File: src/rtl/core/iodw_ram.sv
// Generic single-write, single-read RAM with a registered read port.
// No dependencies.
module iodw_ram #(
  parameter int WIDTH = 62,
  parameter int DEPTH = 32
) (
  input  logic                     clk_i,
  input  logic                     we_i,
  input  logic [$clog2(DEPTH)-1:0] waddr_i,
  input  logic [WIDTH-1:0]         wdata_i,
  input  logic [$clog2(DEPTH)-1:0] raddr_i,
  output logic [WIDTH-1:0]         rdata_o
);

  logic [WIDTH-1:0] mem_q [DEPTH];
  logic [WIDTH-1:0] rdata_q;

  always_ff @(posedge clk_i) begin
    if (we_i) begin
      mem_q[waddr_i] <= wdata_i;
    end
    rdata_q <= mem_q[raddr_i];
  end

  assign rdata_o = rdata_q;

endmodule

File: config.mk
export PLATFORM = sky130hd
export DESIGN_NAME = iodw_ram
export DESIGN_NICKNAME = d
export VERILOG_FILES = /design/src/rtl/core/iodw_ram.sv
export SDC_FILE = /design/constraint.sdc
export NUM_CORES = 2
export LEC_CHECK = 0
export BUFFER_PORTS_ARGS = -buffer_cell sky130_fd_sc_hd__buf_2
export CAP_MARGIN = 20
export CORE_MARGIN = 5
export CORE_UTILIZATION = 40
export CTS_BUF_LIST = sky130_fd_sc_hd__clkbuf_4
export DETAILED_ROUTE_END_ITERATION = 16
export GPL_TIMING_DRIVEN = 0
export HOLD_SLACK_MARGIN = 0.15
export SETUP_SLACK_MARGIN = 0.1
export SYNTH_ARGS = -nofsm -noshare
export SYNTH_HDL_FRONTEND = slang
export SYNTH_SLANG_ARGS = --single-unit
File: constraint.sdc
create_clock -name clk_i -period 6.55 [get_ports clk_i]
set_input_delay 1.31 -clock clk_i [delete_from_list [all_inputs] [get_ports clk_i]]
set_output_delay 1.31 -clock clk_i [all_outputs]
set_load 0.1 [all_outputs]
==> results.json <==
{
  "ys_ff_latch": 2046,
  "ys_dominant_reg_cell": "edfxtp_1",
  "nFillCells": 16750,
  "maxCapViolCount": 0,
  "grt_use_met1": 0.2435,
  "ir_worst_vdd_mv": 0.2100,
  "initial_core_util": 0.4011,
  "core.rowCount": 162,
  "cts_resized": 0,
  "stdcell_area_mm2": 0.09008,
  "status": "completed",
  "synth_area_per_cell_um2": 18.02,
  "htree_num_levels": 6,
  "antenna_found_initial": 29,
  "cts_tree": "yes",
  "fin_skew_ns": 0.08306,
  "leakagePower_nw": 32.11,
  "place_hpwl_mm": 130.0,
  "cpPeakStageDelay_ns": 0.44,
  "setup_violations": 0,
  "worst_slew_pin_slew_ns": 0.9805,
  "synthMostInstantiatedCell": "edfxtp_1",
  "fin_tns_setup_ns": 0,
  "via_per_inst": 5.320,
  "final_core_utilization": 0.4629,
  "ant_nets": 0,
  "port_buffers": 134,
  "root_buffer": "clkbuf_4",
  "cp_max_fo": 1,
  "grt_first_pass_wirelength_mm": 289.9,
  "synth_edf_count": 1984,
  "cts_made_buffers": 542,
  "gp_congestion": 0.7755,
  "cp_data_required_time_ns": 5.24,
  "yosys-top-cells-count": "edfxtp_1, mux2i_1, nand2_1, nand3_1",
  "holdBufCountCts": 0,
  "clkTransAtPathRegs_ns": 0.07,
  "synth_fp_nets": 4406,
  "grt_overflow": 0,
  "synth_top_cell_by_area": "edfxtp_1",
  "yosysTopAreaCellShare": 0.7634,
  "drc_errors": 0,
  "critical_path_buf_inv_count": 1,
  "rsz0062_at_grt": "no",
  "wl_per_cell_um": 25.08,
  "cp_top_family": "buffers and inverters",
  "finalPower_mw": 27.08,
  "synth_cells": 4332,
  "wirelength_mm": 199.9,
  "grt-busiest-layer": "met2",
  "core_mm2": 0.1946,
  "grt_max_degree": 33,
  "clk_latency_ns": 1.34,
  "clkSinkCount": 2046,
  "final_nets": 5156,
  "fp.dieW_um": 451.7,
  "min_period_ns": 3.376,
  "drt_first_pass_iters": 5,
  "crit_type": "reg2out",
  "synthDistinctLibCells": 26,
  "synthArstFlopShare": 0,
  "slowest_stage": "buf_2",
  "grtUsageTotal": 0.1922,
  "die_area_mm2": 0.2040,
  "synthToLayoutAreaGrowth_pct": 15.42,
  "io_pins": 136,
  "yosys_warnings": 0,
  "cp.arrival_ns": 2.07,
  "slew_headroom": 0.3464,
  "slew_viol_final": 0,
  "grt_use_met2": 0.3238,
  "drt_iter0_drc": 3564,
  "fin_crit_sh": 0.5154,
  "holdWs_ns": 0.4694,
  "synth_area_mm2": 0.07804,
  "endpoint_kind": "output port",
  "crit_chain": "buf_2",
  "drive_gt1_frac": 0.2255,
  "postCtsSetupRepairBufs": 0,
  "floorplan.die.height_um": 451.7,
  "ys_top_cells_by_area": "edfxtp_1, mux2i_1, a22oi_1",
  "clockBufferDepth": 4,
  "vias": 42400,
  "start_kind": "register",
  "grt_use_met3": 0.04855,
  "finalHoldViolations": 0,
  "powerDensity_mw_per_mm2": 300.7,
  "ys_seq_area_frac": 0.7793,
  "dpl_cell_area_mm2": 0.08361,
  "fmax_mhz": 296.2,
  "grt_pass1_vias": 43570,
  "hold_class": "in2reg"
}
## cell type report
type / count / area (µm²) / area share
flip-flops and latches: 2046 / 60820 / 0.6752
well taps: 2542 / 3181 / 0.03531
plain buffers: 249 / 1304 / 0.01447
clock buffers: 777 / 5833 / 0.06476
diodes: 15 / 37.54 / 0.0004167
clock inverters: 99 / 594.3 / 0.006598
repair buffers: 206 / 2145 / 0.02381
multi-input cells: 2037 / 16170 / 0.1795
## power by group
group	total (mW)	internal, mW	switching [mW]	leakage, nW
Sequential	14.6	14.6	0.0445	18.4
Clock	10.7	5.71	4.95	3.89
Combinational	1.82	0.454	1.37	9.82
## routing by layer
metal / share of wire / up-vias
met3: 0.066 / 342
met4: 0.024 / 34
li1: - / 19100
met2: 0.50 / 1413
met5: 0.0011 / -
met1: 0.41 / 21520
## stage by stage
step,std cells,setup slack [ns]
floorplan,4332,1.597
CTS,7956,2.976
detailed placement,7080,2.073
global route,7963,3.014
global placement,7008,-2.090
finish,7971,3.174
## placed cells by master (no fill, tap or decap), drive strengths merged, types with 34 or more instances in the layout
cell type / netlist / final
a22oi: 186 / 186
a22o: 124 / 124
buf: 172 / 378
a21oi: 186 / 186
nor2: 34 / 34
nor3: 62 / 62
nand3: 188 / 188
a31oi: 62 / 62
nand2: 188 / 188
edfxtp: 1984 / 1984
mux2i: 992 / 992
dfxtp: 62 / 62
clkinv: 0 / 76
clkbuf: 77 / 854
## cell families after synthesis
logic type | count (synthesis) | share of synthesized area
AO/OA/AOI/OAI | 558 | 0.04870
buffers and inverters | 249 | 0.01667
flip-flops | 2046 | 0.7793
multiplexers | 992 | 0.1272
AND/OR/NAND/NOR | 487 | 0.02812
## sequential cells by signal (all words and copies together), names as in the netlist
name	count
rdata_o	62
mem_q	1984
## worst paths after layout
check                                        startpoint                     end  slack [ns]  cells past startpoint
worst min register to register  mem_q[10][48]$_DFFE_PP_     rdata_o[48]$_DFF_P_        0.60                      4
worst max register to register   mem_q[0][23]$_DFFE_PP_     rdata_o[23]$_DFF_P_        4.89                      5
worst max-delay path                rdata_o[21]$_DFF_P_             rdata_o[21]        3.17                      1
worst min-delay path                         wdata_i[5]  mem_q[17][5]$_DFFE_PP_        0.47                      1
Power figures use the tool's default switching activity.
