File: src/rtl/core/iodw_pkg.sv
// Package for the immediate-or-cancel depth walk block.
// Holds field widths, item codes, status codes and the control word for the notional unit.
// No dependencies.
package iodw_pkg;

  localparam int VAL_W      = 31;
  localparam int PROD_W     = 2 * VAL_W;
  localparam int NOTIONAL_W = 63;
  localparam int LEVEL_W    = 2 * VAL_W;

  // A quote never walks more than this many levels.
  localparam logic [4:0] WALK_CAP = 5'd16;

  typedef enum logic {
    FUNC_WRITE = 1'b0,
    FUNC_QUOTE = 1'b1
  } func_e;

  typedef enum logic {
    KIND_FILL    = 1'b0,
    KIND_SUMMARY = 1'b1
  } kind_e;

  typedef enum logic [1:0] {
    ST_OK           = 2'd0,
    ST_NONPOS_QTY   = 2'd1,
    ST_NONPOS_LIMIT = 2'd2,
    ST_OVERFLOW     = 2'd3
  } status_e;

  typedef struct packed {
    logic             clear;
    logic             en;
    logic [VAL_W-1:0] price;
    logic [VAL_W-1:0] take;
  } mac_ctl_t;

endpackage

File: src/rtl/core/iodw_notional.sv
// Gross notional unit: one registered price times quantity product per fill,
// then a running sum. Depends on iodw_pkg.
module iodw_notional import iodw_pkg::*; (
  input  logic                  clk_i,
  input  logic                  rst_ni,
  input  mac_ctl_t              ctl_i,
  output logic [NOTIONAL_W-1:0] gross_o
);

  logic [PROD_W-1:0]     prod_q;
  logic                  prod_vld_q;
  logic [NOTIONAL_W-1:0] acc_q;

  always_ff @(posedge clk_i or negedge rst_ni) begin
    if (!rst_ni) begin
      prod_vld_q <= 1'b0;
      acc_q      <= '0;
    end else if (ctl_i.clear) begin
      prod_vld_q <= 1'b0;
      acc_q      <= '0;
    end else begin
      prod_vld_q <= ctl_i.en;
      if (prod_vld_q) begin
        acc_q <= acc_q + NOTIONAL_W'(prod_q);
      end
    end
  end

  always_ff @(posedge clk_i) begin
    if (ctl_i.en) begin
      prod_q <= PROD_W'(ctl_i.price) * PROD_W'(ctl_i.take);
    end
  end

  assign gross_o = acc_q;

endmodule

File: config.mk
export PLATFORM = sky130hd
export DESIGN_NAME = iodw_notional
export DESIGN_NICKNAME = d
export VERILOG_FILES = /design/src/rtl/core/iodw_pkg.sv /design/src/rtl/core/iodw_notional.sv
export SDC_FILE = /design/constraint.sdc
export NUM_CORES = 2
export LEC_CHECK = 0
export BUFFER_PORTS_ARGS = -buffer_cell sky130_fd_sc_hd__buf_2
export CAP_MARGIN = 10
export CORE_ASPECT_RATIO = 1.2
export CORE_UTILIZATION = 50
export CTS_CLUSTER_DIAMETER = 60
export DETAILED_ROUTE_END_ITERATION = 7
export PLACE_DENSITY = 0.77
export SYNTH_ARGS = -nofsm -noshare
export SYNTH_HDL_FRONTEND = slang
export SYNTH_SLANG_ARGS = --single-unit
File: constraint.sdc
create_clock -name clk_i -period 3.2 [get_ports clk_i]
set_input_delay 0.48 -clock clk_i [delete_from_list [all_inputs] [get_ports clk_i]]
set_output_delay 0.48 -clock clk_i [all_outputs]
set_load 0.01 [all_outputs]
==> results_dict.tcl <==
set metrics [dict create \
    finClkSkew_ns 0.0127 \
    dieWidth_um 257 \
    worst_slew_pin_slew_ns 0.819 \
    hold_viol 0 \
    clock.fmax_mhz 140 \
    yosys.cell_types.count 77 \
    clk_path_buf_depth 2 \
    layout.nets 6019 \
    cts_tree "built" \
    critPathKind "input port to register" \
    antenna_left 0 \
    crit_family "adder cells" \
    synth_edf_count 62 \
    reg2reg_depth 13 \
    required_ns 3.39 \
    htree_num_levels 4 \
    die-area_um2 79400 \
    violations "setup timing" \
    fillers 6019 \
    worst_slack_ns -3.96 \
    layout_common_cells "785 x inv_1, 777 x fa_1, 549 x nand2_1" \
    maxSlewViolCount 0 \
    crit_slowest_cell "fa_1" \
    place_congestion 0.931 \
    drc 0 \
    crit_buf_inv 6 \
    core_area_um2 77600 \
    ios 129 \
    min_period_over_period_pct 224 \
    vias_per_cell 5.44 \
    path_max_fanout 11 \
    track_usage_pct 28.4 \
    areaGrowthSynthToFinish_pct 23.7 \
    ys_async_sr_fraction_pct 50.8 \
    slowest_delay_ns 0.58 \
    drt-total-wl_um 112000 \
    clock-sinks 126 \
    netlist_instances 4268 \
    root_buffer "clkbuf_16" \
    grt_first_pass_wirelength_um 179000 \
    place_area_um2 45300 \
    status "complete, but fails checks" \
    start_kind "input port" \
    diodes 0 \
    numPortBuffers 128 \
    grt_max_degree 65 \
    fin_crit_ns 7.16 \
    arrival_ns 7.35 \
    ys.flop_type "dfrtp_1" \
    synth_area_um2 39100 \
    rr_endpoint "gross_o[56]" \
    rsz0062_at_grt "true" \
    setup_violations 64 \
    hpwl_um 93900 \
    synth_warnings 0 \
    worst_hold_path_type "input port to asynchronous set/reset pin" \
    ys_seq_area_share_pct 8.85 \
    syn_nets 5489 \
    drt-wirelength-per-cell_um 19.1 \
    finalSetupTns_ns -178.60 \
    syn_area_per_cell_um2 9.17 \
    crit_path_end_kind "register" \
    firstDrtPassIters 5 \
    drive_gt1_share_pct 24.1 \
    cp_common_cell "fa_1" \
    max_cap_viol_count 0 \
    worstReg2RegStart "gross_o[11]" \
    grt_pass1_vias 35158 \
    reg2reg_slack_ns -0.15 \
    post-route-util_pct 62.4 \
    slew-limit-headroom_pct 45.4 \
    fin_area_um2 48400 \
    die_y_um 309 \
    dp.cells 5763 \
    row_count 112 \
    initialDrtViolationCount 2076 \
    clk_latency_ns 0.46 \
    synth_seq_cells 126 \
    vias 31738 \
    stdcell_count 5837 \
    ctsHoldBuffers 0 \
    layout_commonest_cell "inv_1" \
    numCtsBuffers 17 \
    clkSlewWorstSetupHoldPaths_ns 0.06 \
    initial_utilization_pct 50.4 \
    gr-total-overflow 0 \
    antenna_found_initial 1 \
]
[area by class of cell]
class / instances / area (um^2) / area share (%)
Clock buffer: 18 / 439 / 0.907
Clock inverter: 14 / 203 / 0.419
Inverter: 821 / 3080 / 6.36
Multi-Input combinational cell: 3074 / 33500 / 69.3
Sequential cell: 126 / 3460 / 7.16
Tap cell: 1026 / 1280 / 2.65
Timing Repair Buffer: 758 / 6410 / 13.2
[worst max path at each step]
stage	end	slack, ns	depth (start not counted)	start
after CTS	prod_q[61]	-4.04	26	ctl_i[39]
final	prod_q[59]	-3.96	26	ctl_i[42]
after detailed placement	prod_q[61]	-4.80	26	ctl_i[7]
after floorplan	prod_q[60]	-4.19	26	ctl_i[42]
after global placement	prod_q[61]	-4.64	26	ctl_i[7]
after global routing	prod_q[59]	-4.14	30	ctl_i[12]
[cells in the mapped netlist, types with 7 or more instances]
library cell | number | area [um^2]
fa_1 | 838 | 16800
inv_1 | 821 | 3080
nand2_1 | 564 | 2120
and2_1 | 516 | 3230
ha_1 | 317 | 3970
clkbuf_1 | 226 | 848
a21oi_1 | 143 | 716
nor2_1 | 98 | 368
o21ai_0 | 82 | 410
dfrtp_1 | 64 | 1600
xnor2_1 | 63 | 552
edfxtp_1 | 62 | 1860
a21o_1 | 58 | 435
xor2_1 | 46 | 403
mux2i_1 | 33 | 330
nand4_1 | 33 | 206
nand3_1 | 27 | 135
o21bai_1 | 21 | 158
a211oi_1 | 19 | 143
nor3_1 | 16 | 80.1
buf_2 | 15 | 75.1
and3_1 | 14 | 87.6
nor2b_1 | 14 | 87.6
o21a_1 | 13 | 97.6
a31oi_1 | 11 | 68.8
a221o_1 | 10 | 100
or3_1 | 9 | 56.3
a21boi_0 | 8 | 60.1
and4_1 | 8 | 70.1
nand2b_1 | 8 | 50.1
o211ai_1 | 8 | 60.1
o221ai_1 | 8 | 70.1
o2111ai_1 | 7 | 61.3
[state kept, by name (all words and copies together), names as in the netlist]
| signal | flops |
|---|---|
| prod_q | 62 |
| gross_o | 63 |
| prod_vld_q | 1 |
[metal layers]
layer	vias up	part of all wire, %	GRT usage (%)
met5	-	0.012	0
met4	2	5.1	13.4
met3	343	6.1	4.04
met2	1238	51	50.2
met1	16056	38	34.1
li1	14099	-	-
[what timing repair did]
action,in CTS,in global routing
endpoints found under the hold margin,0,0
pin swaps,108,159
resized for setup,292,221
setup endpoints to repair,80,76
cloned,0,5
setup buffers,22,25
[cell families (layout without fill, tap and decap cells)]
family / count (synthesis) / in the layout / share of synthesized area [%]
and+or+nand+nor: 1329 / 1329 / 17.0
xor gates and xnor gates: 109 / 109 / 2.44
AOI/OAI and AO/OA: 447 / 447 / 7.52
adders and majority gates: 1155 / 1155 / 53.0
muxes: 34 / 34 / 0.873
buffers and inverters: 1068 / 1611 / 10.3
DFF: 126 / 126 / 8.85
[worst reg2reg max path, stage by stage, from the launching register on]
cell and delay [ns]:
dfrtp_1 0.40, ha_1 0.32, buf_4 0.15, nand2_1 0.05, or3_1 0.40, o211ai_2 0.25, a311oi_2 0.16, buf_4 0.18
nand4b_4 0.20, a2111oi_4 0.44, nor2_4 0.09, buf_4 0.15, or3_1 0.36, o2111ai_1 0.11
[per-stage QoR]
stage	setup slack (ns)	hold WS, ns
floorplan	-4.19	0.184
global placement	-4.64	0.496
detailed placement	-4.80	0.512
CTS	-4.04	0.0464
global route	-4.14	0.0650
finish	-3.96	0.0295
Power is not shown: default switching activity piles up to over one toggle a cycle in this logic, so the estimate is an artifact.
